[config.mk]
export PLATFORM = sky130hd
export DESIGN_NAME = frame_slack_sleep_estimator_flat
export DESIGN_NICKNAME = d
export VERILOG_FILES = /design/src/hw/rtl/fsse_pkg.sv /design/src/hw/rtl/fsse_item_if.sv /design/src/hw/rtl/fsse_result_if.sv /design/src/hw/rtl/fsse_datapath.sv /design/src/hw/rtl/fsse_control.sv /design/src/hw/rtl/frame_slack_sleep_estimator.sv /design/src/flat_wrapper.sv
export SDC_FILE = /design/constraint.sdc
export NUM_CORES = 2
export LEC_CHECK = 0
export BUFFER_PORTS_ARGS = -buffer_cell sky130_fd_sc_hd__buf_2
export CAP_MARGIN = 20
export CORE_MARGIN = 3
export CORE_UTILIZATION = 43
export DETAILED_ROUTE_END_ITERATION = 12
export SYNTH_ARGS = -nofsm -noshare
export SYNTH_HDL_FRONTEND = slang
export SYNTH_SLANG_ARGS = --single-unit
[constraint.sdc]
create_clock -name clk -period 12.69 [get_ports clk]
set_clock_uncertainty 0.2 [all_clocks]
set_input_delay 1.269 -clock clk [delete_from_list [all_inputs] [get_ports clk]]
set_output_delay 1.269 -clock clk [all_outputs]
set_load 0.03 [all_outputs]
[src/hw/rtl/fsse_pkg.sv]
// Shared types and constants of the frame slack sleep estimator.
`timescale 1ns / 1ps

package fsse_pkg;

  localparam logic [1:0] OP_START = 2'd0;
  localparam logic [1:0] OP_SLEEP = 2'd1;
  localparam logic [1:0] OP_ADD   = 2'd2;
  localparam logic [1:0] OP_NOP   = 2'd3;

  localparam logic [1:0] REG_EXPERIMENTAL = 2'd0;
  localparam logic [1:0] REG_SCALE        = 2'd1;
  localparam logic [1:0] REG_OFFSET       = 2'd2;

  localparam logic        RESET_EXPERIMENTAL = 1'b0;
  localparam logic [15:0] RESET_SCALE        = 16'd58982;
  localparam logic [23:0] RESET_OFFSET       = 24'hFFFC18;

  localparam int FRAME_W      = 32;
  localparam int MOD_BITS     = 4;
  localparam int MOD_STEPS    = FRAME_W / MOD_BITS;
  localparam int MOD_CNT_W    = $clog2(MOD_STEPS);
  localparam int EXTRA_W      = 22;

  localparam logic [22:0] RECIP_1000 = 23'd4294967;
  localparam logic [25:0] RECIP_100  = 26'd42949672;
  localparam logic [31:0] US_PER_MS  = 32'd1000;
  localparam logic [31:0] PERCENT    = 32'd100;
  localparam logic [31:0] CEIL_BIAS  = 32'd99;
  localparam logic [30:0] TARGET_MAX = 31'h7FFFFFFF;

  typedef struct packed {
    logic               exp_en;
    logic [15:0]        scale;
    logic signed [23:0] offset;
  } fsse_cfg_t;

  typedef struct packed {
    logic load;
    logic frame_step;
    logic scan;
    logic mul;
    logic tgt;
    logic diff;
    logic divm;
    logic divr;
    logic divc;
    logic crm;
    logic crr;
    logic crc;
    logic mod_step;
    logic slot_read;
    logic slot_write;
    logic out_load;
  } fsse_cmd_t;

  typedef struct packed {
    logic window_ok;
    logic mod_last;
    logic scan_done;
    logic out_busy;
  } fsse_stat_t;

  typedef enum logic [3:0] {
    ST_IDLE,
    ST_START,
    ST_SCAN,
    ST_MUL,
    ST_TGT,
    ST_DIFF,
    ST_DIVM,
    ST_DIVR,
    ST_DIVC,
    ST_CRM,
    ST_CRR,
    ST_CRC,
    ST_MOD,
    ST_SRD,
    ST_WR,
    ST_DONE
  } fsse_state_t;

endpackage

[src/hw/rtl/fsse_item_if.sv]
// Input channel carrying one estimator operation per transfer.
`timescale 1ns / 1ps

interface fsse_item_if;
  logic               valid;
  logic               ready;
  logic [1:0]         operation;
  logic [23:0]        slept_us;
  logic [31:0]        frame_index;
  logic signed [24:0] duration_us;

  modport source (output valid, output operation, output slept_us, output frame_index,
                  output duration_us, input ready);
  modport sink (input valid, input operation, input slept_us, input frame_index,
                input duration_us, output ready);
endinterface

[src/hw/rtl/fsse_result_if.sv]
// Output channel carrying one estimator result per transfer.
`timescale 1ns / 1ps

interface fsse_result_if;
  logic        valid;
  logic        ready;
  logic [31:0] frame_number;
  logic [21:0] extra_sleep_ms;
  logic [31:0] window_min_us;

  modport source (output valid, output frame_number, output extra_sleep_ms,
                  output window_min_us, input ready);
  modport sink (input valid, input frame_number, input extra_sleep_ms,
                input window_min_us, output ready);
endinterface

[src/hw/rtl/fsse_datapath.sv]
// Datapath of the estimator: slack ring, frame counter, arithmetic and result register.
`timescale 1ns / 1ps

module fsse_datapath #(
  parameter int HISTORY_DEPTH     = 8,
  parameter int INCOMPLETE_FRAMES = 2
) (
  input  logic                clk,
  input  logic                rst,
  input  fsse_pkg::fsse_cmd_t cmd,
  input  fsse_pkg::fsse_cfg_t cfg,
  output fsse_pkg::fsse_stat_t stat,
  input  logic [23:0]         slept_us,
  input  logic [31:0]         frame_index,
  input  logic signed [24:0]  duration_us,
  output logic                result_valid,
  input  logic                result_ready,
  output logic [31:0]         frame_number,
  output logic [21:0]         extra_sleep_ms,
  output logic [31:0]         window_min_us
);
  import fsse_pkg::*;

  localparam int SW = $clog2(HISTORY_DEPTH);
  localparam int FW = $clog2(HISTORY_DEPTH + 1);
  localparam logic [SW-1:0] LAST_SLOT = SW'(HISTORY_DEPTH - 1);
  localparam logic [SW:0]   DEPTH_R   = (SW+1)'(HISTORY_DEPTH);
  localparam logic [SW+1:0] DEPTH_S   = (SW+2)'(HISTORY_DEPTH);
  localparam logic [FW-1:0] DEPTH_F   = FW'(HISTORY_DEPTH);
  localparam logic [FW-1:0] MIN_FILL  = FW'(INCOMPLETE_FRAMES);
  localparam logic [FW-1:0] WIN_SKIP  = FW'(INCOMPLETE_FRAMES + 1);
  localparam logic [MOD_CNT_W-1:0] MOD_LAST = MOD_CNT_W'(MOD_STEPS - 1);

  logic [31:0]          mem [HISTORY_DEPTH];
  logic [HISTORY_DEPTH-1:0] mem_valid;
  logic [31:0]          rd_data;
  logic                 rd_valid;
  logic [31:0]          rd_word;

  logic [31:0]          counter;
  logic [SW-1:0]        cslot;
  logic [FW-1:0]        fill;
  logic [31:0]          counter_next;
  logic [SW-1:0]        cslot_next;
  logic [FW-1:0]        fill_next;

  logic [31:0]          slept;
  logic [31:0]          frame_sh;
  logic [SW-1:0]        rem;
  logic [MOD_CNT_W-1:0] mod_cnt;
  logic [SW:0]          mod_acc;
  logic [31:0]          addend;
  logic [SW-1:0]        wr_slot;

  logic [SW-1:0]        scan_addr;
  logic [FW-1:0]        scan_left;
  logic                 scan_pend;
  logic                 scan_first;
  logic [SW+1:0]        start_sum;
  logic [SW+1:0]        start_red;
  logic [FW-1:0]        scan_n;

  logic [31:0]          min_r;
  logic [47:0]          prod_m;
  logic signed [49:0]   tsum;
  logic [30:0]          tgt;
  logic [32:0]          xd;
  logic [30:0]          xr;
  logic [53:0]          prod_d;
  logic [21:0]          q0_d;
  logic [10:0]          r0_d;
  logic [31:0]          rd_full;
  logic [21:0]          q_d;
  logic [10:0]          r_d;
  logic [21:0]          extra_r;
  logic [31:0]          y_c;
  logic [57:0]          prod_c;
  logic [25:0]          q0_c;
  logic [7:0]           r0_c;
  logic [31:0]          rc_full;
  logic [25:0]          q_c;

  logic                 re;
  logic [SW-1:0]        raddr;
  logic                 we;
  logic [SW-1:0]        waddr;
  logic [31:0]          wdata;

  assign rd_word = rd_valid ? rd_data : 32'd0;

  always_comb begin
    counter_next = counter + 32'd1;
    if (counter_next == 32'd0) begin
      cslot_next = '0;
      fill_next  = '0;
    end else begin
      cslot_next = (cslot == LAST_SLOT) ? '0 : cslot + SW'(1);
      fill_next  = (fill == DEPTH_F) ? fill : fill + FW'(1);
    end
  end

  always_comb begin
    start_sum = (SW+2)'(cslot) + DEPTH_S - (SW+2)'(fill) + (SW+2)'(1);
    start_red = (start_sum >= DEPTH_S) ? start_sum - DEPTH_S : start_sum;
    scan_n    = (fill > WIN_SKIP) ? fill - WIN_SKIP : FW'(1);
  end

  always_comb begin
    mod_acc = {1'b0, rem};
    for (int i = 0; i < MOD_BITS; i++) begin
      mod_acc = {mod_acc[SW-1:0], frame_sh[FRAME_W-1-i]};
      if (mod_acc >= DEPTH_R) begin
        mod_acc = mod_acc - DEPTH_R;
      end
    end
  end

  always_comb begin
    tsum = $signed({2'b00, prod_m}) + $signed({{10{cfg.offset[23]}}, cfg.offset, 16'd0});
    xd   = {2'b00, tgt} - {1'b0, slept};
    rd_full = {1'b0, xr} - (32'(prod_d[53:32]) * US_PER_MS);
    if (r0_d >= 11'(US_PER_MS)) begin
      q_d = q0_d + 22'd1;
      r_d = r0_d - 11'(US_PER_MS);
    end else begin
      q_d = q0_d;
      r_d = r0_d;
    end
    rc_full = y_c - (32'(prod_c[57:32]) * PERCENT);
    q_c = (r0_c >= 8'(PERCENT)) ? q0_c + 26'd1 : q0_c;
  end

  always_comb begin
    re    = (cmd.scan && scan_left != '0) || cmd.crm || cmd.slot_read;
    raddr = cmd.crm ? cslot : (cmd.slot_read ? rem : scan_addr);
    we    = cmd.frame_step || cmd.slot_write;
    waddr = cmd.frame_step ? cslot_next : wr_slot;
    wdata = cmd.frame_step ? 32'd0 : rd_word + addend;
  end

  always_ff @(posedge clk) begin
    if (we) begin
      mem[waddr] <= wdata;
    end
    if (re) begin
      rd_data <= mem[raddr];
    end
  end

  always_ff @(posedge clk) begin
    if (rst) begin
      mem_valid <= '0;
      rd_valid  <= 1'b0;
    end else begin
      if (we) begin
        mem_valid[waddr] <= 1'b1;
      end
      if (re) begin
        rd_valid <= mem_valid[raddr];
      end
    end
  end

  always_ff @(posedge clk) begin
    if (rst) begin
      counter    <= '0;
      cslot      <= '0;
      fill       <= '0;
      scan_left  <= '0;
      scan_pend  <= 1'b0;
      scan_first <= 1'b0;
      mod_cnt    <= '0;
    end else begin
      if (cmd.frame_step) begin
        counter <= counter_next;
        cslot   <= cslot_next;
        fill    <= fill_next;
      end
      if (cmd.load) begin
        scan_addr  <= start_red[SW-1:0];
        scan_left  <= scan_n;
        scan_pend  <= 1'b0;
        scan_first <= 1'b1;
        mod_cnt    <= '0;
      end
      if (cmd.scan) begin
        if (scan_pend) begin
          scan_first <= 1'b0;
        end
        if (scan_left != '0) begin
          scan_addr <= (scan_addr == LAST_SLOT) ? '0 : scan_addr + SW'(1);
          scan_left <= scan_left - FW'(1);
          scan_pend <= 1'b1;
        end else begin
          scan_pend <= 1'b0;
        end
      end
      if (cmd.mod_step) begin
        mod_cnt <= mod_cnt + MOD_CNT_W'(1);
      end
    end
  end

  always_ff @(posedge clk) begin
    if (cmd.load) begin
      slept    <= {8'd0, slept_us};
      frame_sh <= frame_index;
      rem      <= '0;
      addend   <= {{7{duration_us[24]}}, duration_us};
      min_r    <= '0;
      extra_r  <= '0;
    end
    if (cmd.scan && scan_pend && (scan_first || rd_word < min_r)) begin
      min_r <= rd_word;
    end
    if (cmd.mod_step) begin
      rem      <= mod_acc[SW-1:0];
      frame_sh <= frame_sh << MOD_BITS;
    end
    if (cmd.mul) begin
      prod_m <= {32'd0, cfg.scale} * {16'd0, min_r};
    end
    if (cmd.tgt) begin
      if (tsum[49]) begin
        tgt <= '0;
      end else if (tsum[48:47] != 2'b00) begin
        tgt <= TARGET_MAX;
      end else begin
        tgt <= tsum[46:16];
      end
    end
    if (cmd.diff) begin
      xr <= (!xd[32] && xd != 33'd0) ? xd[30:0] : 31'd0;
    end
    if (cmd.divm) begin
      prod_d <= {23'd0, xr} * {31'd0, RECIP_1000};
    end
    if (cmd.divr) begin
      q0_d <= prod_d[53:32];
      r0_d <= rd_full[10:0];
    end
    if (cmd.divc) begin
      extra_r <= q_d;
      if (q_d != 22'd0) begin
        slept <= {1'b0, tgt} - {21'd0, r_d};
      end
    end
    if (cmd.crm) begin
      y_c     <= slept + CEIL_BIAS;
      prod_c  <= {26'd0, slept + CEIL_BIAS} * {32'd0, RECIP_100};
      wr_slot <= cslot;
    end
    if (cmd.slot_read) begin
      wr_slot <= rem;
    end
    if (cmd.crr) begin
      q0_c <= prod_c[57:32];
      r0_c <= rc_full[7:0];
    end
    if (cmd.crc) begin
      addend <= slept - {6'd0, q_c};
    end
  end

  always_ff @(posedge clk) begin
    if (rst) begin
      result_valid <= 1'b0;
    end else if (cmd.out_load) begin
      result_valid <= 1'b1;
    end else if (result_ready) begin
      result_valid <= 1'b0;
    end
  end

  always_ff @(posedge clk) begin
    if (cmd.out_load) begin
      frame_number   <= counter;
      extra_sleep_ms <= extra_r;
      window_min_us  <= min_r;
    end
  end

  always_comb begin
    stat.window_ok = cfg.exp_en && (fill >= MIN_FILL);
    stat.mod_last  = (mod_cnt == MOD_LAST);
    stat.scan_done = (scan_left == '0) && !scan_pend;
    stat.out_busy  = result_valid && !result_ready;
  end

endmodule

[src/hw/rtl/fsse_control.sv]
// Sequencing state machine of the estimator.
`timescale 1ns / 1ps

module fsse_control (
  input  logic                 clk,
  input  logic                 rst,
  input  logic                 item_valid,
  input  logic [1:0]           item_op,
  output logic                 item_ready,
  input  fsse_pkg::fsse_stat_t stat,
  output fsse_pkg::fsse_cmd_t  cmd
);
  import fsse_pkg::*;

  fsse_state_t state;
  fsse_state_t state_next;

  always_ff @(posedge clk) begin
    if (rst) begin
      state <= ST_IDLE;
    end else begin
      state <= state_next;
    end
  end

  always_comb begin
    state_next = state;
    cmd        = '0;
    item_ready = 1'b0;
    unique case (state)
      ST_IDLE: begin
        item_ready = 1'b1;
        if (item_valid) begin
          cmd.load = 1'b1;
          unique case (item_op)
            OP_START: state_next = ST_START;
            OP_SLEEP: state_next = stat.window_ok ? ST_SCAN : ST_CRM;
            OP_ADD:   state_next = ST_MOD;
            default:  state_next = ST_DONE;
          endcase
        end
      end
      ST_START: begin
        cmd.frame_step = 1'b1;
        state_next = ST_DONE;
      end
      ST_SCAN: begin
        cmd.scan = 1'b1;
        if (stat.scan_done) begin
          state_next = ST_MUL;
        end
      end
      ST_MUL: begin
        cmd.mul = 1'b1;
        state_next = ST_TGT;
      end
      ST_TGT: begin
        cmd.tgt = 1'b1;
        state_next = ST_DIFF;
      end
      ST_DIFF: begin
        cmd.diff = 1'b1;
        state_next = ST_DIVM;
      end
      ST_DIVM: begin
        cmd.divm = 1'b1;
        state_next = ST_DIVR;
      end
      ST_DIVR: begin
        cmd.divr = 1'b1;
        state_next = ST_DIVC;
      end
      ST_DIVC: begin
        cmd.divc = 1'b1;
        state_next = ST_CRM;
      end
      ST_CRM: begin
        cmd.crm = 1'b1;
        state_next = ST_CRR;
      end
      ST_CRR: begin
        cmd.crr = 1'b1;
        state_next = ST_CRC;
      end
      ST_CRC: begin
        cmd.crc = 1'b1;
        state_next = ST_WR;
      end
      ST_MOD: begin
        cmd.mod_step = 1'b1;
        if (stat.mod_last) begin
          state_next = ST_SRD;
        end
      end
      ST_SRD: begin
        cmd.slot_read = 1'b1;
        state_next = ST_WR;
      end
      ST_WR: begin
        cmd.slot_write = 1'b1;
        state_next = ST_DONE;
      end
      ST_DONE: begin
        if (!stat.out_busy) begin
          cmd.out_load = 1'b1;
          state_next = ST_IDLE;
        end
      end
      default: state_next = ST_IDLE;
    endcase
  end

endmodule

[src/hw/rtl/frame_slack_sleep_estimator.sv]
// Top level of the frame slack sleep estimator: register port, controller and datapath.
//
//   channel   role    transfer moves
//   items     sink    operation, slept_us, frame_index, duration_us
//   results   source  frame_number, extra_sleep_ms, window_min_us
//   apb       slave   experimental_enable, sleep_scale_q16, sleep_offset_us
//
// One item is worked on at a time. Start frame, add slack and a sleep decision each step
// through their own states; with the window, a sleep decision first scans the window
// slots one by one through the single read port of the slack ring.
// Reset clears the per-slot valid bits at once, so no clearing pass follows it.
// A result held in the output register stalls the next item in its last cycle until
// that result's transfer completes.
`timescale 1ns / 1ps

module frame_slack_sleep_estimator #(
  parameter int HISTORY_DEPTH     = 8,
  parameter int INCOMPLETE_FRAMES = 2
) (
  input  logic        clk,
  input  logic        rst,
  fsse_item_if.sink   items,
  fsse_result_if.source results,
  input  logic        psel,
  input  logic        penable,
  input  logic        pwrite,
  input  logic [3:0]  paddr,
  input  logic [31:0] pwdata,
  output logic [31:0] prdata,
  output logic        pready
);
  import fsse_pkg::*;

  fsse_cfg_t  cfg;
  fsse_cmd_t  cmd;
  fsse_stat_t stat;
  logic [1:0] reg_index;

  assign pready    = 1'b1;
  assign reg_index = paddr[3:2];

  always_ff @(posedge clk) begin
    if (rst) begin
      cfg.exp_en <= RESET_EXPERIMENTAL;
      cfg.scale  <= RESET_SCALE;
      cfg.offset <= RESET_OFFSET;
    end else if (psel && penable && pwrite) begin
      unique case (reg_index)
        REG_EXPERIMENTAL: cfg.exp_en <= pwdata[0];
        REG_SCALE:        cfg.scale  <= pwdata[15:0];
        REG_OFFSET:       cfg.offset <= pwdata[23:0];
        default: ;
      endcase
    end
  end

  always_comb begin
    unique case (reg_index)
      REG_EXPERIMENTAL: prdata = {31'd0, cfg.exp_en};
      REG_SCALE:        prdata = {16'd0, cfg.scale};
      REG_OFFSET:       prdata = {{8{cfg.offset[23]}}, cfg.offset};
      default:          prdata = 32'd0;
    endcase
  end

  fsse_control u_control (
    .clk        (clk),
    .rst        (rst),
    .item_valid (items.valid),
    .item_op    (items.operation),
    .item_ready (items.ready),
    .stat       (stat),
    .cmd        (cmd)
  );

  fsse_datapath #(
    .HISTORY_DEPTH     (HISTORY_DEPTH),
    .INCOMPLETE_FRAMES (INCOMPLETE_FRAMES)
  ) u_datapath (
    .clk            (clk),
    .rst            (rst),
    .cmd            (cmd),
    .cfg            (cfg),
    .stat           (stat),
    .slept_us       (items.slept_us),
    .frame_index    (items.frame_index),
    .duration_us    (items.duration_us),
    .result_valid   (results.valid),
    .result_ready   (results.ready),
    .frame_number   (results.frame_number),
    .extra_sleep_ms (results.extra_sleep_ms),
    .window_min_us  (results.window_min_us)
  );

  a_one_item: assert property (@(posedge clk) disable iff (rst)
    items.valid && items.ready |=> !items.ready)
    else $error("input accepted while an item is still in progress");

  a_extra_bound: assert property (@(posedge clk) disable iff (rst)
    results.valid |-> results.extra_sleep_ms <= 22'd2147483)
    else $error("extra sleep beyond the saturated target");

  a_result_source: assert property (@(posedge clk) disable iff (rst)
    $rose(results.valid) |-> $past(cmd.out_load))
    else $error("result raised without a load from the controller");

endmodule
[src/flat_wrapper.sv]
// flat-port wrapper written by rule: the top's interface ports become plain ports
module frame_slack_sleep_estimator_flat import fsse_pkg::*;
#(
  parameter int HISTORY_DEPTH     = 8,
  parameter int INCOMPLETE_FRAMES = 2
)
  (clk, rst, psel, penable, pwrite, paddr, pwdata, prdata, pready, items_valid, items_operation, items_slept_us, items_frame_index, items_duration_us, items_ready, results_valid, results_frame_number, results_extra_sleep_ms, results_window_min_us, results_ready);
  fsse_item_if items_i ();
  fsse_result_if results_i ();
  input  logic clk;
  input  logic rst;
  input  logic psel;
  input  logic penable;
  input  logic pwrite;
  input  logic [3:0] paddr;
  input  logic [31:0] pwdata;
  output logic [31:0] prdata;
  output logic pready;
  input wire logic [$bits(items_i.valid)-1:0] items_valid;
  input wire logic [$bits(items_i.operation)-1:0] items_operation;
  input wire logic [$bits(items_i.slept_us)-1:0] items_slept_us;
  input wire logic [$bits(items_i.frame_index)-1:0] items_frame_index;
  input wire logic [$bits(items_i.duration_us)-1:0] items_duration_us;
  output wire logic [$bits(items_i.ready)-1:0] items_ready;
  output wire logic [$bits(results_i.valid)-1:0] results_valid;
  output wire logic [$bits(results_i.frame_number)-1:0] results_frame_number;
  output wire logic [$bits(results_i.extra_sleep_ms)-1:0] results_extra_sleep_ms;
  output wire logic [$bits(results_i.window_min_us)-1:0] results_window_min_us;
  input wire logic [$bits(results_i.ready)-1:0] results_ready;
  assign items_i.valid = items_valid;
  assign items_i.operation = items_operation;
  assign items_i.slept_us = items_slept_us;
  assign items_i.frame_index = items_frame_index;
  assign items_i.duration_us = items_duration_us;
  assign items_ready = items_i.ready;
  assign results_valid = results_i.valid;
  assign results_frame_number = results_i.frame_number;
  assign results_extra_sleep_ms = results_i.extra_sleep_ms;
  assign results_window_min_us = results_i.window_min_us;
  assign results_i.ready = results_ready;
  frame_slack_sleep_estimator #(.HISTORY_DEPTH(HISTORY_DEPTH), .INCOMPLETE_FRAMES(INCOMPLETE_FRAMES)) u_core (.clk(clk), .rst(rst), .items(items_i), .results(results_i), .psel(psel), .penable(penable), .pwrite(pwrite), .paddr(paddr), .pwdata(pwdata), .prdata(prdata), .pready(pready));
endmodule
* Yosys cells after proc, flatten, opt, wreduce, memory -nomap -nowiden
Memory sizes are Yosys's and may differ from the RTL's. A register that Yosys moved wholly into a read port is not among the register bits.
Index checks and enable logic that the tools add are counted.
** Storage, ports and cells
- Register bits :: 642
- Bits in writable memories :: 256
- Input bits :: 126
- Output and inout port bits :: 121
- Word-level logic and storage cells :: 233
- Memories :: 1
** Memory list
- u_core.u_datapath.mem :: words 8, width 32, read ports 1, clocked after Yosys merged registers in 1, write ports 1, RTL line fsse_datapath.sv:34 : logic [31:0] mem [HISTORY_DEPTH];
** Cells by class
- Add/sub/neg operators :: 26
- Multiply operators :: 5
- Magnitude comparators :: 13
- Equal/unequal tests :: 28
- Multiplexer cells :: 83
- Bitwise gates (word level) :: 1
- Reduce and logical (&&, ||, !) cells :: 40
** Operator list (number)
- 32-bit two-way mux :: 11
- 32-bit case mux with 3 select lines :: 1
- 22-bit two-way mux :: 3
- 3-bit two-way mux :: 19
- 4-bit case mux with 14 select lines :: 1
- 32-bit by 23-bit multiplier with 55-bit output, second input constant :: 1
- 31-bit by 23-bit multiplier with 54-bit output, second input constant :: 1
- 49-bit by 40-bit adder with 50-bit output :: 1
- 16-bit by 32-bit multiplier with 48-bit output :: 1
- 4-bit two-way mux :: 11
- 4-bit equality test, second input constant :: 9
- 33-bit nonzero test :: 1
- 31-bit by 32-bit subtractor with 33-bit output :: 1
- 32-bit by 1-bit adder with 32-bit output, second input constant :: 1
- 32-bit adder :: 1
- 32-bit by 7-bit adder with 32-bit output, second input constant :: 1
- 32-bit zero test :: 1
- 32-bit less-than comparator :: 1
- 31-bit by 11-bit subtractor with 32-bit output :: 1
- 32-bit by 26-bit subtractor with 32-bit output :: 1
- 1-bit two-way mux :: 31
- 31-bit two-way mux :: 1
- 26-bit by 1-bit adder with 26-bit output, second input constant :: 1
- 26-bit by 5-bit multiplier with 6-bit output, second input constant :: 1
- 46 further kinds :: 94

* Logic depth before layout (Yosys ltp)
- Depth after elaboration :: 9
- Gate-level depth with buffers :: 36
- Mapped depth without buffers :: 35

* Hierarchy
From an unflattened synthesis, not the netlist that was laid out.
** Unflattened totals
- Cells, all modules :: 7532
- Area, all modules :: 80101.8 um2
** By module, submodules not included
- fsse_datapath :: times used 1, cells each 7251, area an instance 77610.7 um2, sequential area each 22972.0 um2
- frame_slack_sleep_estimator :: times used 1, cells each 215, area an instance 2016.9 um2, sequential area each 820.8 um2
- fsse_control :: times used 1, cells each 66, area an instance 474.2 um2, sequential area each 80.1 um2

* Least setup slack after synthesis
No wires, ideal clock.
- Path type :: reg-to-reg
- Start point :: register u_core.u_datapath.slept[1]
- End point :: register u_core.u_datapath.prod_c[48], data pin
- Setup time :: 0.258 ns
- Arrival :: 7.943 ns
- Required time :: 12.232 ns
- Path slack :: 4.289 ns
- Cell stages (with the launch flop) :: 34
- Buffers on the path :: 1
- Clock period less this slack :: 8.401 ns
- Path through :: dfxtp_1 inv_1 ha_1 a21oi_1 nor3_1 or3_1 clkbuf_1 nand2b_1 nor2_1 and2_1 xnor2_1 xnor2_1 inv_1 fa_1 inv_1 fa_1 fa_1 fa_1 fa_1 inv_1 fa_1 inv_1 ha_1 a21oi_1 nand2_1 a211o_1 a221o_1 o21ai_0 a21o_1 a211oi_1 a21o_1 a21o_1 a21oi_1 xnor2_1
** Between the ends
- Cells in the longest elaborated chain, start to end :: 2
** RTL lines
- start: declaration :: RTL line fsse_datapath.sv:47 : logic [31:0] slept;
- start signal: assignment :: RTL line fsse_datapath.sv:206 : slept <= {8'd0, slept_us};
- start signal: assignment :: RTL line fsse_datapath.sv:245 : slept <= {1'b0, tgt} - {21'd0, r_d};
- 32-bit by 7-bit adder with 32-bit output :: RTL line fsse_datapath.sv:250 : prod_c <= {26'd0, slept + CEIL_BIAS} * {32'd0, RECIP_100};
- 32-bit by 23-bit multiplier with 55-bit output :: RTL line fsse_datapath.sv:250
- end signal: assignment :: RTL line fsse_datapath.sv:250
- end: declaration :: RTL line fsse_datapath.sv:77 : logic [57:0] prod_c;
Every way passes these cells.
A chain may end at the register's enable or synchronous reset.

* Worst setup path in the final report
- Start point :: register u_core.u_datapath.slept[1]
- End point :: register u_core.u_datapath.prod_c[50], data pin
The elaborated chain is that of the path after synthesis.

==> impl_results.md <==
- Outcome: complete, no violations
- First-pass GRT wire length: approximately 330 mm
- DIE AREA: ~190000 sq um
- Post_cts resized: 0
- Area Growth Syn to Fin: 9.61%
- Final GP Congestion: slightly above 0.9
- # rows: between 150 and 200
- R2R Setup Slk: about 2200 ps
- Flip-flop and latch count after synthesis: 841
- Aggregate negative setup slack: 0 ps
- Max Cap Viol: 0
- Max Transition Viols Final: 0
- Crit path top cell by count: fa_1
- Pre-Repair DR Iteration Count: 8
- Post-synth top cells: 1460 x inv_1, 941 x ha_1, 902 x fa_1, 759 x nand2_1, 703 x edfxtp_1
- Via density: 5.23
- WHS: about 220 ps
- Clk buf depth: 3
- Final instance area: roughly 87000 sq um
- Fill count: 16800
- H-tree depth: 3
- Arr. time, crit path: ~11000 ps
- Critical Path Max Stage Delay: approximately 830 ps
- Number of flops mapped to enable cells by yosys: 703
- CP Launch Type: flop
- Gate Count Post-Synth: ~7600
- Hpwl dp: approximately 160 mm
- Finished Layout Cells: 10300
- Mapped Avg Cell Area: between 10 and 15 sq um
- CTS sink cnt: around 840
- Gr ovfl total: 0
- PortBufs: 227
- Critical Path End Type: flop
- Tot GR Track Use: between 20% and 30%
- CP required: between 10000 and 15000 ps
- CP max stage cell: xnor2_1
- CTS root buf: clkbuf_16
- Unique masters post-synth: 83
- Fraction of layout cells with a size suffix above 1: 8.28%
- Post-synth net total: 9522
- Top-count cell post-synth: inv_1
- Unrepaired setup endpoints after global routing: no
- CTS tree: done
- Iteration-0 DRC Markers: 3560
- Tcrit/Tclk final: between 80% and 90%
- Die Y: between 400 and 500 um
- Final wirelength: 208 mm
- Total CTS buffers: 93
- Placed Instances: a little over 10000
- I/O pins: approximately 250
- Critical path type: reg -> reg
- Post-DR wirelength/cell: 20.2 um
- Clock-pin slew on the worst setup and hold paths: 60 ps
- DRC violations left: 0
- Largest net degree at the start of global routing: 71
- Vias in the first global route: approximately 56000
- Final hold vios: 0
- Synth area leaders: edfxtp_1 27%, fa_1 23%, ha_1 15%
- Synthesis Warnings: 0
- Routed via count: between 50000 and 60000
- Cell Area, Placed: 83700 sq um
- Maximum fanout along the worst path: 7
- Post-CTS Setup Bufs: 0
- Die Wd: between 400 and 500 um
- Commonest register cell after synthesis: edfxtp_1
- Post-synthesis async set-or-reset flop share: 0%
- Antenna Nets Post-Route: 0
- Hold WC Path Type: reg -> reg
- Core ar.: about 180000 sq um
- Area leader, netlist: edfxtp_1
- Slew HR: 23.1%
- Worst skew pair latency: ~730 ps
- Initial Utilization: 43.3%
- Mapped Area: 79400 sq um
- Tightest Pin Transition: 1150 ps
- FMAX: between 90 and 100 MHz
- Seq/Total Area, Yosys: 30.1%
- CTS Hold Bufs: 0
- Post-layout min period: ~10000 ps
- Setup violations, final: 0
- Initial antenna violation count: 12
- NumNets Final: around 9700
- Yosys top cell area share: between 20% and 30%
-- placed cells by master (no fill, tap or decap), types with 24 or more instances in the layout --
cell type  Yosys  final
inv_1       1460   1460
nor2b_1       37     35
o21ai_0      209    209
edfxtp_1     703    703
a21oi_1      261    258
nor2_1       358    343
or3_1         24     24
o21a_1        26     26
nor4_1        24     24
mux4_2        66     66
dfxtp_1      138    135
clkbuf_16      0     93
and3_1        39     38
mux2_2        41     41
nor3_1        83     80
nand2b_1      46     46
a31oi_1       30     30
fa_1         902    902
xor2_1       136    136
nand3_1      115    114
buf_2          4    227
and2_1       189    189
buf_4         10    101
o31ai_1       25     25
ha_1         941    941
nand4_1       51     51
a21o_1       131    131
a22o_1        37     37
nand2_1      759    758
xnor2_1      231    221
-- metal layers --
metal | part of all wire [%] | routed length, um | up-vias | global-route usage (%)
met4 | 3.7 | 7740 | 0 | 8.02
met1 | 44 | 92300 | 27100 | 30.3
met2 | 47 | 97500 | 1365 | 36.3
met5 | 0 | 0 | - | 0
li1 | - | - | 25200 | -
met3 | 5.1 | 10700 | 274 | 2.77
-- registers in the layout (all words and copies together) (netlist names), 8 cells and up --
signal,flops
u_core.u_datapath.mem,256
u_core.cfg,41
u_core.u_datapath.addend,32
u_core.u_datapath.counter,32
u_core.u_datapath.frame_number,32
u_core.u_datapath.min_r,32
u_core.u_datapath.prod_m,32
u_core.u_datapath.rd_data,32
u_core.u_datapath.slept,32
u_core.u_datapath.window_min_us,32
u_core.u_datapath.tgt,31
u_core.u_datapath.xr,31
u_core.u_datapath.prod_c,26
u_core.u_datapath.q0_c,26
u_core.u_datapath.frame_sh,24
u_core.u_datapath.extra_r,22
u_core.u_datapath.extra_sleep_ms,22
u_core.u_datapath.prod_d,22
u_core.u_datapath.q0_d,22
u_core.u_datapath.r0_d,11
u_core.u_datapath.mem_valid,8
-- worst paths after layout --
kind	from	cells after the start	to
setup / recovery	u_core.u_datapath.slept[1]	30	u_core.u_datapath.prod_c[50]
hold / removal	u_core.u_datapath.extra_r[11]	0	u_core.u_datapath.extra_sleep_ms[11]
setup reg to reg	u_core.u_datapath.slept[1]	30	u_core.u_datapath.prod_c[50]
hold reg to reg	u_core.u_datapath.extra_r[11]	0	u_core.u_datapath.extra_sleep_ms[11]
-- cells by family (layout without fill, tap and decap cells) --
family	Yosys count	after routing	share of synthesized area, %
buffers and inverters	1692	1964	8.06
xor gates and xnor gates	367	367	4.05
and+or+nand+nor	1795	1795	10.5
DFF	841	841	30.1
AOI/OAI and AO/OA	891	891	7.13
muxes	123	123	2.66
other	1	13	0.00472
adders and majority gates	1843	1843	37.6
-- critical path: cells and delay by family (launching register included) --
kind            cells  cell delay, ps
xor+xnor            2             960
fa+ha+maj           9            4070
compound gates      8            2250
flops               1             550
buf+inv             4             820
simple gates        7            1320
-- cell type report --
type	count	area, sq um	area share, %
multi-input combinational	5020	49400	56.7
sequential	841	23900	27.4
inverter	1461	5480	6.30
tap	2464	3080	3.54
clock buffer	109	2400	2.75
timing repair buffer	331	1950	2.24
clock inverter	63	815	0.936
antenna	12	30.0	0.0345
-- through the flow --
stage | worst slack (ps) | utilization, %
5_1_grt | 1720 | 47.5
2_1_floorplan | 4290 | -
3_5_place_dp | 2280 | 45.7
3_3_place_gp | 2280 | 45.7
4_1_cts | 2210 | 47.4
6_report | 2240 | 47.5
Power is not shown: default switching activity piles up to over one toggle a cycle in this logic, so the estimate is an artifact.
